### src/hdl/dtfp_pkg.sv
package dtfp_pkg;

	localparam logic [7:0] CH_NUL   = 8'h00;
	localparam logic [7:0] CH_TAB   = 8'h09;
	localparam logic [7:0] CH_CR    = 8'h0D;
	localparam logic [7:0] CH_SPACE = 8'h20;
	localparam logic [7:0] CH_PLUS  = 8'h2B;
	localparam logic [7:0] CH_MINUS = 8'h2D;
	localparam logic [7:0] CH_POINT = 8'h2E;
	localparam logic [7:0] CH_ZERO  = 8'h30;
	localparam logic [7:0] CH_NINE  = 8'h39;

	// floor(x / 10) == (x * DIV10_MAGIC) >> DIV10_SHIFT for every x below 2^33
	localparam logic [31:0] DIV10_MAGIC = 32'hCCCC_CCCD;
	localparam int unsigned DIV10_SHIFT = 35;

	localparam int unsigned INT_BITS     = 31;
	localparam int unsigned VALUE_BITS   = 64;
	localparam int unsigned CONSUMED_BITS = 16;
	localparam int unsigned OUT_BITS     = 88;

	typedef enum logic [2:0] {
		K_NONE,
		K_BLANK,
		K_SIGN,
		K_POINT,
		K_DIGIT
	} kind_t;

	typedef struct packed {
		kind_t      kind;
		logic [3:0] digit;
		logic       neg;
		logic       mark;
		logic       last;
	} op_t;

endpackage

### src/hdl/dtfp_front.sv
module dtfp_front (
	input  logic           clk,
	input  logic           arst_n,
	input  logic [7:0]     ch,
	input  logic           last,
	input  logic           take,
	output dtfp_pkg::op_t  op
);

	typedef enum logic [1:0] {
		PH_SKIP,
		PH_BODY,
		PH_DONE
	} phase_t;

	phase_t phase_q;
	phase_t phase_next;
	dtfp_pkg::kind_t body_kind;
	logic body_stop;
	logic is_blank;
	logic is_digit;

	always_comb begin
		is_blank = (ch inside {[dtfp_pkg::CH_TAB:dtfp_pkg::CH_CR], dtfp_pkg::CH_SPACE});
		is_digit = (ch inside {[dtfp_pkg::CH_ZERO:dtfp_pkg::CH_NINE]});
		body_stop = 1'b0;
		if (ch == dtfp_pkg::CH_POINT) begin
			body_kind = dtfp_pkg::K_POINT;
		end else if (is_digit) begin
			body_kind = dtfp_pkg::K_DIGIT;
		end else begin
			body_kind = dtfp_pkg::K_NONE;
			body_stop = 1'b1;
		end
	end

	always_comb begin
		op.kind = dtfp_pkg::K_NONE;
		op.digit = 4'(ch - dtfp_pkg::CH_ZERO);
		op.neg = (ch == dtfp_pkg::CH_MINUS);
		op.mark = 1'b0;
		op.last = last;
		phase_next = phase_q;
		case (phase_q)
			PH_SKIP: begin
				if (ch != dtfp_pkg::CH_NUL && is_blank) begin
					op.kind = dtfp_pkg::K_BLANK;
				end else if (ch == dtfp_pkg::CH_MINUS || ch == dtfp_pkg::CH_PLUS) begin
					op.kind = dtfp_pkg::K_SIGN;
					phase_next = PH_BODY;
				end else begin
					op.kind = body_kind;
					op.mark = 1'b1;
					phase_next = body_stop ? PH_DONE : PH_BODY;
				end
			end
			PH_BODY: begin
				op.kind = body_kind;
				phase_next = body_stop ? PH_DONE : PH_BODY;
			end
			default: begin
				op.kind = dtfp_pkg::K_NONE;
			end
		endcase
		if (last) begin
			phase_next = PH_SKIP;
		end
	end

	always_ff @(posedge clk or negedge arst_n) begin
		if (!arst_n) begin
			phase_q <= PH_SKIP;
		end else if (take) begin
			phase_q <= phase_next;
		end
	end

endmodule

### src/hdl/dtfp_queue.sv
module dtfp_queue (
	input  logic           clk,
	input  logic           arst_n,
	input  logic           push,
	input  dtfp_pkg::op_t  push_op,
	output logic           not_full,
	input  logic           pop,
	output logic           not_empty,
	output dtfp_pkg::op_t  head_op
);

	localparam int unsigned DEPTH = 2;

	dtfp_pkg::op_t mem_q [DEPTH];
	logic wr_ptr_q;
	logic rd_ptr_q;
	logic [1:0] count_q;

	assign not_full = (count_q != 2'(DEPTH));
	assign not_empty = (count_q != 2'd0);
	assign head_op = mem_q[rd_ptr_q];

	always_ff @(posedge clk) begin
		if (push) begin
			mem_q[wr_ptr_q] <= push_op;
		end
	end

	always_ff @(posedge clk or negedge arst_n) begin
		if (!arst_n) begin
			wr_ptr_q <= 1'b0;
			rd_ptr_q <= 1'b0;
			count_q <= 2'd0;
		end else begin
			if (push) begin
				wr_ptr_q <= ~wr_ptr_q;
			end
			if (pop) begin
				rd_ptr_q <= ~rd_ptr_q;
			end
			case ({push, pop})
				2'b10: count_q <= count_q + 2'd1;
				2'b01: count_q <= count_q - 2'd1;
				default: count_q <= count_q;
			endcase
		end
	end

endmodule

### src/hdl/dtfp_back.sv
module dtfp_back #(
	parameter int unsigned MAX_LEN = 65535,
	parameter int unsigned FRAC_BITS = 32
) (
	input  logic                          clk,
	input  logic                          arst_n,
	input  logic                          op_valid,
	input  dtfp_pkg::op_t                 op,
	output logic                          op_pop,
	output logic                          res_valid,
	input  logic                          res_ready,
	output logic [dtfp_pkg::OUT_BITS-1:0] res_data
);

	localparam int unsigned FB = FRAC_BITS;
	localparam int unsigned CW = $clog2(64'(MAX_LEN) + 64'd1);
	localparam int unsigned PW = FB + 33;
	localparam int unsigned MW = FB + 5;
	localparam logic [FB:0] STEP_ONE = (FB + 1)'(1) << FB;
	localparam logic [FB:0] STEP_FIRST = STEP_ONE / 10;
	localparam logic [CW-1:0] COUNT_MAX = CW'(MAX_LEN);
	localparam logic [34:0] INT_SAT = 35'h7FFF_FFFF;

	logic [dtfp_pkg::INT_BITS-1:0] int_q, n_int;
	logic [FB-1:0] frac_q, n_frac;
	logic [FB:0] step_q, n_step;
	logic [CW-1:0] cnt_q, n_cnt, start_q, n_start, cnt_inc;
	logic neg_q, n_neg, point_q, n_point, sat_q, n_sat, began_q, n_began;

	logic [PW-1:0] div_prod;
	logic [FB:0] step_div;
	logic [MW-1:0] frac_sum;
	logic [34:0] int_sum;

	logic valid_s1;
	logic [dtfp_pkg::INT_BITS-1:0] int_s1;
	logic [FB-1:0] frac_s1;
	logic [CW-1:0] cnt_s1;
	logic neg_s1, sat_s1, empty_s1;
	logic adv_s1;

	logic valid_s2;
	logic [dtfp_pkg::OUT_BITS-1:0] data_s2;
	logic [dtfp_pkg::VALUE_BITS-1:0] mag;
	logic [dtfp_pkg::VALUE_BITS-1:0] value;

	assign adv_s1 = !valid_s2 || res_ready;
	assign op_pop = op_valid && (!op.last || !valid_s1 || adv_s1);

	always_comb begin
		div_prod = PW'(step_q) * PW'(dtfp_pkg::DIV10_MAGIC);
		step_div = (FB + 1)'(div_prod >> dtfp_pkg::DIV10_SHIFT);
		frac_sum = MW'(frac_q) + MW'(step_q) * MW'(op.digit);
		int_sum = {int_q, 3'b000} + {3'b000, int_q, 1'b0} + 35'(op.digit);
		cnt_inc = (cnt_q == COUNT_MAX) ? cnt_q : cnt_q + CW'(1);
	end

	always_comb begin
		n_int = int_q;
		n_frac = frac_q;
		n_step = step_q;
		n_cnt = cnt_q;
		n_start = op.mark ? cnt_q : start_q;
		n_neg = neg_q;
		n_point = point_q;
		n_sat = sat_q;
		n_began = began_q || op.mark;
		case (op.kind)
			dtfp_pkg::K_BLANK: begin
				n_cnt = cnt_inc;
			end
			dtfp_pkg::K_SIGN: begin
				n_cnt = cnt_inc;
				n_start = cnt_inc;
				n_neg = op.neg;
				n_began = 1'b1;
			end
			dtfp_pkg::K_POINT: begin
				n_point = 1'b1;
				n_cnt = cnt_inc;
			end
			dtfp_pkg::K_DIGIT: begin
				n_cnt = cnt_inc;
				if (point_q) begin
					n_step = step_div;
					n_frac = (frac_sum[MW-1:FB] != '0) ? '1 : frac_sum[FB-1:0];
				end else if (int_sum > INT_SAT) begin
					n_int = '1;
					n_sat = 1'b1;
				end else begin
					n_int = int_sum[dtfp_pkg::INT_BITS-1:0];
				end
			end
			default: begin
				n_cnt = cnt_q;
			end
		endcase
	end

	always_ff @(posedge clk or negedge arst_n) begin
		if (!arst_n) begin
			int_q <= '0;
			frac_q <= '0;
			step_q <= STEP_FIRST;
			cnt_q <= '0;
			start_q <= '0;
			neg_q <= 1'b0;
			point_q <= 1'b0;
			sat_q <= 1'b0;
			began_q <= 1'b0;
		end else if (op_pop) begin
			if (op.last) begin
				int_q <= '0;
				frac_q <= '0;
				step_q <= STEP_FIRST;
				cnt_q <= '0;
				start_q <= '0;
				neg_q <= 1'b0;
				point_q <= 1'b0;
				sat_q <= 1'b0;
				began_q <= 1'b0;
			end else begin
				int_q <= n_int;
				frac_q <= n_frac;
				step_q <= n_step;
				cnt_q <= n_cnt;
				start_q <= n_start;
				neg_q <= n_neg;
				point_q <= n_point;
				sat_q <= n_sat;
				began_q <= n_began;
			end
		end
	end

	always_ff @(posedge clk) begin
		if (op_pop && op.last) begin
			int_s1 <= n_int;
			frac_s1 <= n_frac;
			cnt_s1 <= n_cnt;
			neg_s1 <= n_neg;
			sat_s1 <= n_sat;
			empty_s1 <= !n_began || (n_cnt == n_start);
		end
	end

	always_ff @(posedge clk or negedge arst_n) begin
		if (!arst_n) begin
			valid_s1 <= 1'b0;
		end else if (op_pop && op.last) begin
			valid_s1 <= 1'b1;
		end else if (adv_s1) begin
			valid_s1 <= 1'b0;
		end
	end

	always_comb begin
		mag = (dtfp_pkg::VALUE_BITS'(int_s1) << FB) | dtfp_pkg::VALUE_BITS'(frac_s1);
		value = neg_s1 ? ('0 - mag) : mag;
	end

	always_ff @(posedge clk) begin
		if (valid_s1 && adv_s1) begin
			if (empty_s1) begin
				data_s2 <= '0;
			end else begin
				data_s2 <= {7'b0, sat_s1, dtfp_pkg::CONSUMED_BITS'(cnt_s1), value};
			end
		end
	end

	always_ff @(posedge clk or negedge arst_n) begin
		if (!arst_n) begin
			valid_s2 <= 1'b0;
		end else if (adv_s1) begin
			valid_s2 <= valid_s1;
		end
	end

	assign res_valid = valid_s2;
	assign res_data = data_s2;

endmodule

### src/hdl/decimal_text_to_fixed_point.sv
// channel  | tvalid/tready     | tdata                               | other
// s_       | character in      | [7:0] ch                            | tlast: last
// m_       | result out        | [63:0] value, [79:64] consumed,     | -
//          |                   | [80] overflow, [87:81] zero         |
// One character per cycle while s_tready is high; the digit unit does one multiply-add per character.
// A result passes from the queue through the back end's s1 and s2 registers to m_.
// arst_n clears the front phase, the queue and all accumulators; no clearing pass.
// A stalled m_ side holds one result and the back end holds one more; characters keep
// flowing until a third last character reaches the back end, then the two-entry queue
// fills and s_tready drops.
module decimal_text_to_fixed_point #(
	parameter int unsigned MAX_LEN = 65535,
	parameter int unsigned FRAC_BITS = 32
) (
	input  logic        clk,
	input  logic        arst_n,
	input  logic        s_tvalid,
	output logic        s_tready,
	input  logic [7:0]  s_tdata,  // [7:0] ch
	input  logic        s_tlast,
	output logic        m_tvalid,
	input  logic        m_tready,
	output logic [87:0] m_tdata   // [63:0] value, [79:64] consumed, [80] overflow
);

	dtfp_pkg::op_t front_op;
	dtfp_pkg::op_t head_op;
	logic take;
	logic q_not_full;
	logic q_not_empty;
	logic q_pop;

	assign s_tready = q_not_full;
	assign take = s_tvalid && q_not_full;

	dtfp_front u_front (
		.clk    (clk),
		.arst_n (arst_n),
		.ch     (s_tdata),
		.last   (s_tlast),
		.take   (take),
		.op     (front_op)
	);

	dtfp_queue u_queue (
		.clk       (clk),
		.arst_n    (arst_n),
		.push      (take),
		.push_op   (front_op),
		.not_full  (q_not_full),
		.pop       (q_pop),
		.not_empty (q_not_empty),
		.head_op   (head_op)
	);

	dtfp_back #(
		.MAX_LEN   (MAX_LEN),
		.FRAC_BITS (FRAC_BITS)
	) u_back (
		.clk       (clk),
		.arst_n    (arst_n),
		.op_valid  (q_not_empty),
		.op        (head_op),
		.op_pop    (q_pop),
		.res_valid (m_tvalid),
		.res_ready (m_tready),
		.res_data  (m_tdata)
	);

endmodule

### config.mk
export PLATFORM = sky130hd
export DESIGN_NAME = decimal_text_to_fixed_point
export DESIGN_NICKNAME = d
export VERILOG_FILES = /design/src/hdl/dtfp_pkg.sv /design/src/hdl/dtfp_front.sv /design/src/hdl/dtfp_queue.sv /design/src/hdl/dtfp_back.sv /design/src/hdl/decimal_text_to_fixed_point.sv
export SDC_FILE = /design/constraint.sdc
export NUM_CORES = 2
export LEC_CHECK = 0
export ABC_AREA = 1
export BUFFER_PORTS_ARGS = -buffer_cell sky130_fd_sc_hd__buf_2
export CAP_MARGIN = 20
export CORE_MARGIN = 5
export CORE_UTILIZATION = 50
export DETAILED_ROUTE_END_ITERATION = 10
export PLACE_DENSITY = 0.69
export SYNTH_ARGS = -nofsm -noshare
export SYNTH_HDL_FRONTEND = slang
export SYNTH_SLANG_ARGS = --single-unit
### constraint.sdc
create_clock -name clk -period 6.8 [get_ports clk]
set_clock_uncertainty 0.2 [all_clocks]
set_input_delay 1.7 -clock clk [delete_from_list [all_inputs] [get_ports clk]]
set_output_delay 1.7 -clock clk [all_outputs]
set_load 0.05 [all_outputs]
* Word-level counts from Yosys, hierarchy flattened
Memory sizes are Yosys's and may differ from the RTL's.
Index checks and enable logic that the tools add are counted.
** Word-level totals
- Register bits after elaboration :: 310
- Logic and storage cells :: 137
- Memories kept :: 1
- Memory bits (writable) :: 20
- Bits of input ports :: 13
** Cells by class
- Multiply operators :: 2
- Bitwise gates (word level) :: 3
- Add/subtract/negate cells :: 8
- Eq/ne operators :: 15
- Muxes and demuxes :: 48
- Order comparisons :: 5
- Reductions and logical operators :: 32
** Memories
- u_queue.mem_q :: words 2, width 10, rd ports 1, clocked after memory_dff 0, write ports 1, line dtfp_queue.sv:14 : dtfp_pkg::op_t mem_q [DEPTH];
** Operator list (number)
- $mux W32 :: 4
- $mux W31 :: 4
- $mux W33 :: 3
- $mux W16 :: 6
- $mul A33 B32 Y65 const B :: 1
- $mux W64 :: 1
- $sub A1 B64 Y64 const A :: 1
- $or A63 B32 Y63 :: 1
- $add A32 B37 Y37 :: 1
- $mul A33 B4 Y37 :: 1
- $add A34 B32 Y35 :: 1
- $add A35 B4 Y35 :: 1
- $gt A35 B31 Y1 const B :: 1
- $eq A8 B6 Y1 const B :: 4
- $mux W1 :: 19
- $add A16 B1 Y16 const B :: 1
- $eq A16 B16 Y1 :: 1
- $eq A16 B16 Y1 const B :: 1
- $reduce_bool A2 Y1 :: 7
- $mux W3 :: 4
- $ge A8 B4 Y1 const B :: 1
- $ge A8 B6 Y1 const B :: 1
- $le A8 B4 Y1 const B :: 1
- $le A8 B6 Y1 const B :: 1
- 24 further kinds :: 46

* Depth between registers and ports, before layout
- Word-level depth :: 9
- Depth in mapped cells :: 31
- Mapped depth without buffers :: 31

* Modules after synthesis
From an unflattened synthesis, not the netlist that was laid out.
** Unflattened totals
- Cell total of the unflattened synthesis :: 5599
- Area, all modules :: 42558.3 um2
** Modules (own cells, without submodules)
- dtfp_back :: instances 1, area an instance 41173.2 um2, sequential area each 8191.6 um2, cells each 5452
- dtfp_queue :: instances 1, area an instance 991.0 um2, sequential area each 700.7 um2, cells each 76
- dtfp_front :: instances 1, area an instance 386.6 um2, sequential area each 50.0 um2, cells each 69
- decimal_text_to_fixed_point :: instances 1, area an instance 7.5 um2, sequential area each 0.0 um2, cells each 2

* Worst setup path after synthesis
No wires, ideal clock.
- Path kind :: register to register
- Start :: register u_back.step_q[1]
- End :: register u_back.step_q[19]
- Slack :: 516 ps
- Path buffers :: 0
- Stages on the path, launching flop included :: 24
- Setup time :: 78 ps
- Arrival :: 6006 ps
- Clock period less this slack :: 6284 ps
- Cell sequence :: dfrtp_1 ha_1 xor2_1 ha_1 or2_2 fa_1 fa_1 fa_1 fa_1 fa_1 inv_1 fa_1 inv_1 ha_1 a21oi_1 o21ai_0 a21oi_1 o21ai_0 a21oi_1 nand2_1 nand2_1 nand3_1 o21ai_0 inv_1
** Between the ends
- Word-level cells in the longest chain between the ends :: 4
** RTL lines
- from (decl) :: line dtfp_back.sv:26 : logic [FB:0] step_q, n_step;
- from (signal assigned) :: line dtfp_back.sv:125 : step_q <= n_step;
- $mul A33 B32 Y65 :: line dtfp_back.sv:51 : div_prod = PW'(step_q) * PW'(dtfp_pkg::DIV10_MAGIC);
- $mux W33 :: line dtfp_back.sv:84 : if (point_q) begin
- $mux W33 :: line dtfp_back.sv:68 : case (op.kind)
- $mux W33 :: line dtfp_back.sv:112 : if (op.last) begin
Every way passes these cells. The select of a mux whose other input is x is not followed.
A chain may end at the register's enable or synchronous reset.

* Worst setup path after layout
- Start :: register u_back.step_q[15]
- End :: register u_back.step_q[12]
Same word-level chain as after synthesis.

==> flow_metrics.env <==
export IMPL_rrSetupSlack_ns=0.07
export IMPL_hp_class="reg2reg"
export IMPL_cts_made_buffers=39
export IMPL_n_antenna_cell=0
export IMPL_gp_congestion=1.05
export IMPL_portBuffers=95
export IMPL_critical_path_startpoint="u_back.step_q[15]$_DFFE_PN1P_"
export IMPL_synth_top_area_share=0.216
export IMPL_drt_iter0_drc=2569
export IMPL_synth_seq_area_share=0.215
export IMPL_nets=6657
export IMPL_min_period_over_period=0.990
export IMPL_setup_viol=0
export IMPL_dieArea_um2=89100
export IMPL_yosysUniqueCellTypes=58
export IMPL_gr_usage_all_layers=0.298
export IMPL_syn_inst=5362
export IMPL_status="finished, final reports clean"
export IMPL_hold_slack_ns=0.285
export IMPL_vias=36729
export IMPL_r2r_start="u_back.step_q[15]$_DFFE_PN1P_"
export IMPL_synth_warnings=0
export IMPL_rsz0062_at_grt="true"
export IMPL_layout_drive_gt1_share=0.158
export IMPL_finish_instance_area_um2=48900
export IMPL_viasPerCell=5.37
export IMPL_cts_tree="done"
export IMPL_die_x_um=299
export IMPL_routed_wl_um=135000
export IMPL_std_cell_rows=105
export IMPL_synthesis_area_um2=41600
export IMPL_dr_pass1_iters=6
export IMPL_synth_edff_count=183
export IMPL_max_slew_worst_pin_slew_ns=1.08
export IMPL_path_clk_slew_ns=0.06
export IMPL_clk_insertion_delay_late_ns=0.61
export IMPL_cp_arrival_ns=7.05
export IMPL_maxSlewViolCount=0
export IMPL_cap_violations=0
export IMPL_ys_ff_latch=320
export IMPL_hold_start="u_back.start_q[0]$_DFFE_PN0P_"
export IMPL_htree_levels=2
export IMPL_grt_antenna_before_repair=0
export IMPL_cp_max_fo=4
export IMPL_min_period_ns=6.73
export IMPL_synthArstFlopShare=0.428
export IMPL_fmax_mhz=149
export IMPL_synth_area_leaders="fa_1 22%, ha_1 14%, edfxtp_1 13%"
export IMPL_ios=103
export IMPL_postRouteAntennaNets=0
export IMPL_synth_largest_area_cell="fa_1"
export IMPL_start_util=0.505
export IMPL_place_hpwl_um=112000
export IMPL_syn_avg_cell_area_um2=7.76
export IMPL_place_area_um2=45400
export IMPL_root_buffer="clkbuf_16"
export IMPL_grt_ovfl_total=0
export IMPL_finalHoldViolCount=0
export IMPL_required_ns=7.12
export IMPL_cts_hold_buf=0
export IMPL_first_global_vias=36859
export IMPL_wl_per_cell_um=19.7
export IMPL_start_kind="flop"
export IMPL_cts_sinks=320
export IMPL_grt_max_degree=78
export IMPL_worst_slew_margin_rel=0.262
export IMPL_drc=0
export IMPL_clockBufferDepth=3
export IMPL_syn_to_final_growth_pct=17.5
export IMPL_grt_pass1_wl_um=208000
export IMPL_crit_type="reg2reg"
export IMPL_fp_dieH_um=299
export IMPL_fp_coreArea_um2=82400
export IMPL_worstSetupEndpointType="flop"
export IMPL_synthFlopType="edfxtp_1"
[metal layers]
| layer | global-route usage | part of all wire | vias up |
|---|---|---|---|
| met5 | 0 | 0 | - |
| met4 | 0.100 | 0.046 | 0 |
| met3 | 0.0464 | 0.072 | 335 |
| met2 | 0.499 | 0.46 | 1332 |
| met1 | 0.398 | 0.42 | 17519 |
| li1 | - | - | 17543 |
[cell usage in the layout (no fill, tap or decap), drive strengths merged, types with 4 or more instances in the layout]
| cell | synthesis | routed |
|---|---|---|
| a21boi | 26 | 26 |
| a21o | 15 | 15 |
| a21oi | 278 | 278 |
| a31oi | 11 | 11 |
| and2 | 20 | 20 |
| and3 | 10 | 10 |
| buf | 47 | 443 |
| bufinv | 0 | 9 |
| clkbuf | 64 | 51 |
| clkinv | 1 | 9 |
| clkinvlp | 0 | 4 |
| conb | 1 | 7 |
| dfrtp | 122 | 122 |
| dfstp | 15 | 15 |
| edfxtp | 183 | 183 |
| fa | 449 | 449 |
| ha | 454 | 454 |
| inv | 1128 | 1127 |
| nand2 | 1196 | 1196 |
| nand3 | 279 | 279 |
| nand3b | 7 | 7 |
| nand4 | 39 | 39 |
| nor2 | 504 | 504 |
| nor3 | 74 | 74 |
| nor3b | 5 | 5 |
| nor4 | 23 | 23 |
| o21a | 7 | 7 |
| o21ai | 235 | 235 |
| o21bai | 14 | 14 |
| o22ai | 20 | 20 |
| or2 | 35 | 35 |
| xnor2 | 12 | 12 |
| xor2 | 72 | 72 |
[sequential cells by signal, indices dropped and copies added, names as in the netlist, 2 cells and up]
name             cells
u_back.cnt_q        16
u_back.cnt_s1       16
u_back.frac_q       32
u_back.frac_s1      32
u_back.int_q        31
u_back.int_s1       31
u_back.res_data     81
u_back.start_q      16
u_back.step_q       30
u_front.phase_q      2
u_queue.count_q      2
u_queue.mem_q       20
[critical path, stage by stage, from the launching register on]
cell	delay (ns)
dfstp_2	0.71
ha_4	0.27
buf_6	0.12
inv_2	0.05
fa_1	0.45
fa_2	0.51
fa_1	0.55
inv_2	0.05
fa_2	0.55
fa_2	0.45
fa_1	0.52
inv_2	0.04
fa_1	0.52
inv_2	0.05
ha_4	0.24
a21oi_4	0.19
o21ai_2	0.12
a21oi_4	0.21
nor2_4	0.06
nor2_4	0.13
nand3_4	0.12
nand2_1	0.08
nand2_1	0.06
nand2_1	0.06
nand2_1	0.07
o21ai_4	0.24
[synthesized netlist by cell type (14+ instances only)]
master / number
a21boi_0: 24
a21o_1: 15
a21oi_1: 278
and2_1: 20
buf_2: 21
clkbuf_1: 63
dfrtp_1: 122
dfstp_2: 15
edfxtp_1: 183
fa_1: 449
ha_1: 454
inv_1: 1112
inv_2: 16
nand2_1: 1192
nand3_1: 277
nand4_1: 39
nor2_1: 493
nor3_1: 70
nor4_1: 23
o21ai_0: 220
o21bai_1: 14
o22ai_1: 19
or2_2: 35
xor2_1: 72
[cell type report]
type                    instances  area (um^2)
repair buffers                443         3240
fillers                      7448        33500
multi-input cells            3808        29700
well taps                    1070         1340
inverters                    1129         4260
clock buffers                  51         1050
flip-flops and latches        320         8950
clock inverters                20          347
[cells by family (layout without fill, tap and decap cells)]
logic type | count (synthesis) | count (layout) | synth area share
AO/OA/AOI/OAI | 617 | 617 | 0.0802
XOR/XNOR | 84 | 84 | 0.0177
adder cells (fa/ha/maj) | 903 | 903 | 0.352
buffers and inverters | 1240 | 1643 | 0.114
flip-flops | 320 | 320 | 0.215
multiplexers | 3 | 3 | 0.000722
other | 1 | 7 | 0.0000901
AND/OR/NAND/NOR | 2194 | 2194 | 0.220
[repair_timing]
action | in CTS | in global routing
gates resized for setup | 105 | 326
setup buffers | 10 | 20
pin swaps | 29 | 125
cloned | 0 | 0
setup endpoints to repair | 28 | 30
[through the flow]
stage | cells | utilization | TNS [ns] | setup slack (ns)
6_report | 6841 | 0.594 | 0 | 0.0681
5_1_grt | 6841 | 0.594 | -0.781 | -0.0995
4_1_cts | 6819 | 0.574 | -0.0556 | -0.0530
3_5_place_dp | 6738 | 0.551 | -6.33 | -1.06
3_3_place_gp | 6738 | 0.551 | -5.52 | -1.06
2_1_floorplan | 5368 | - | 0 | 0.516
[path summary, 6_finish.rpt]
check | to | cells past startpoint
max reg2reg | u_back.step_q[12]$_DFFE_PN1P_ | 25
max in group asynchronous | u_back.frac_q[0]$_DFFE_PN0P_ | 2
min | u_back.start_q[0]$_DFFE_PN0P_ | 2
min in group asynchronous | u_back.int_q[20]$_DFFE_PN0P_ | 1
min reg2reg | u_back.start_q[0]$_DFFE_PN0P_ | 2
max | u_back.step_q[12]$_DFFE_PN1P_ | 25
Power is not shown: default switching activity piles up to over one toggle a cycle in this logic, so the estimate is an artifact.
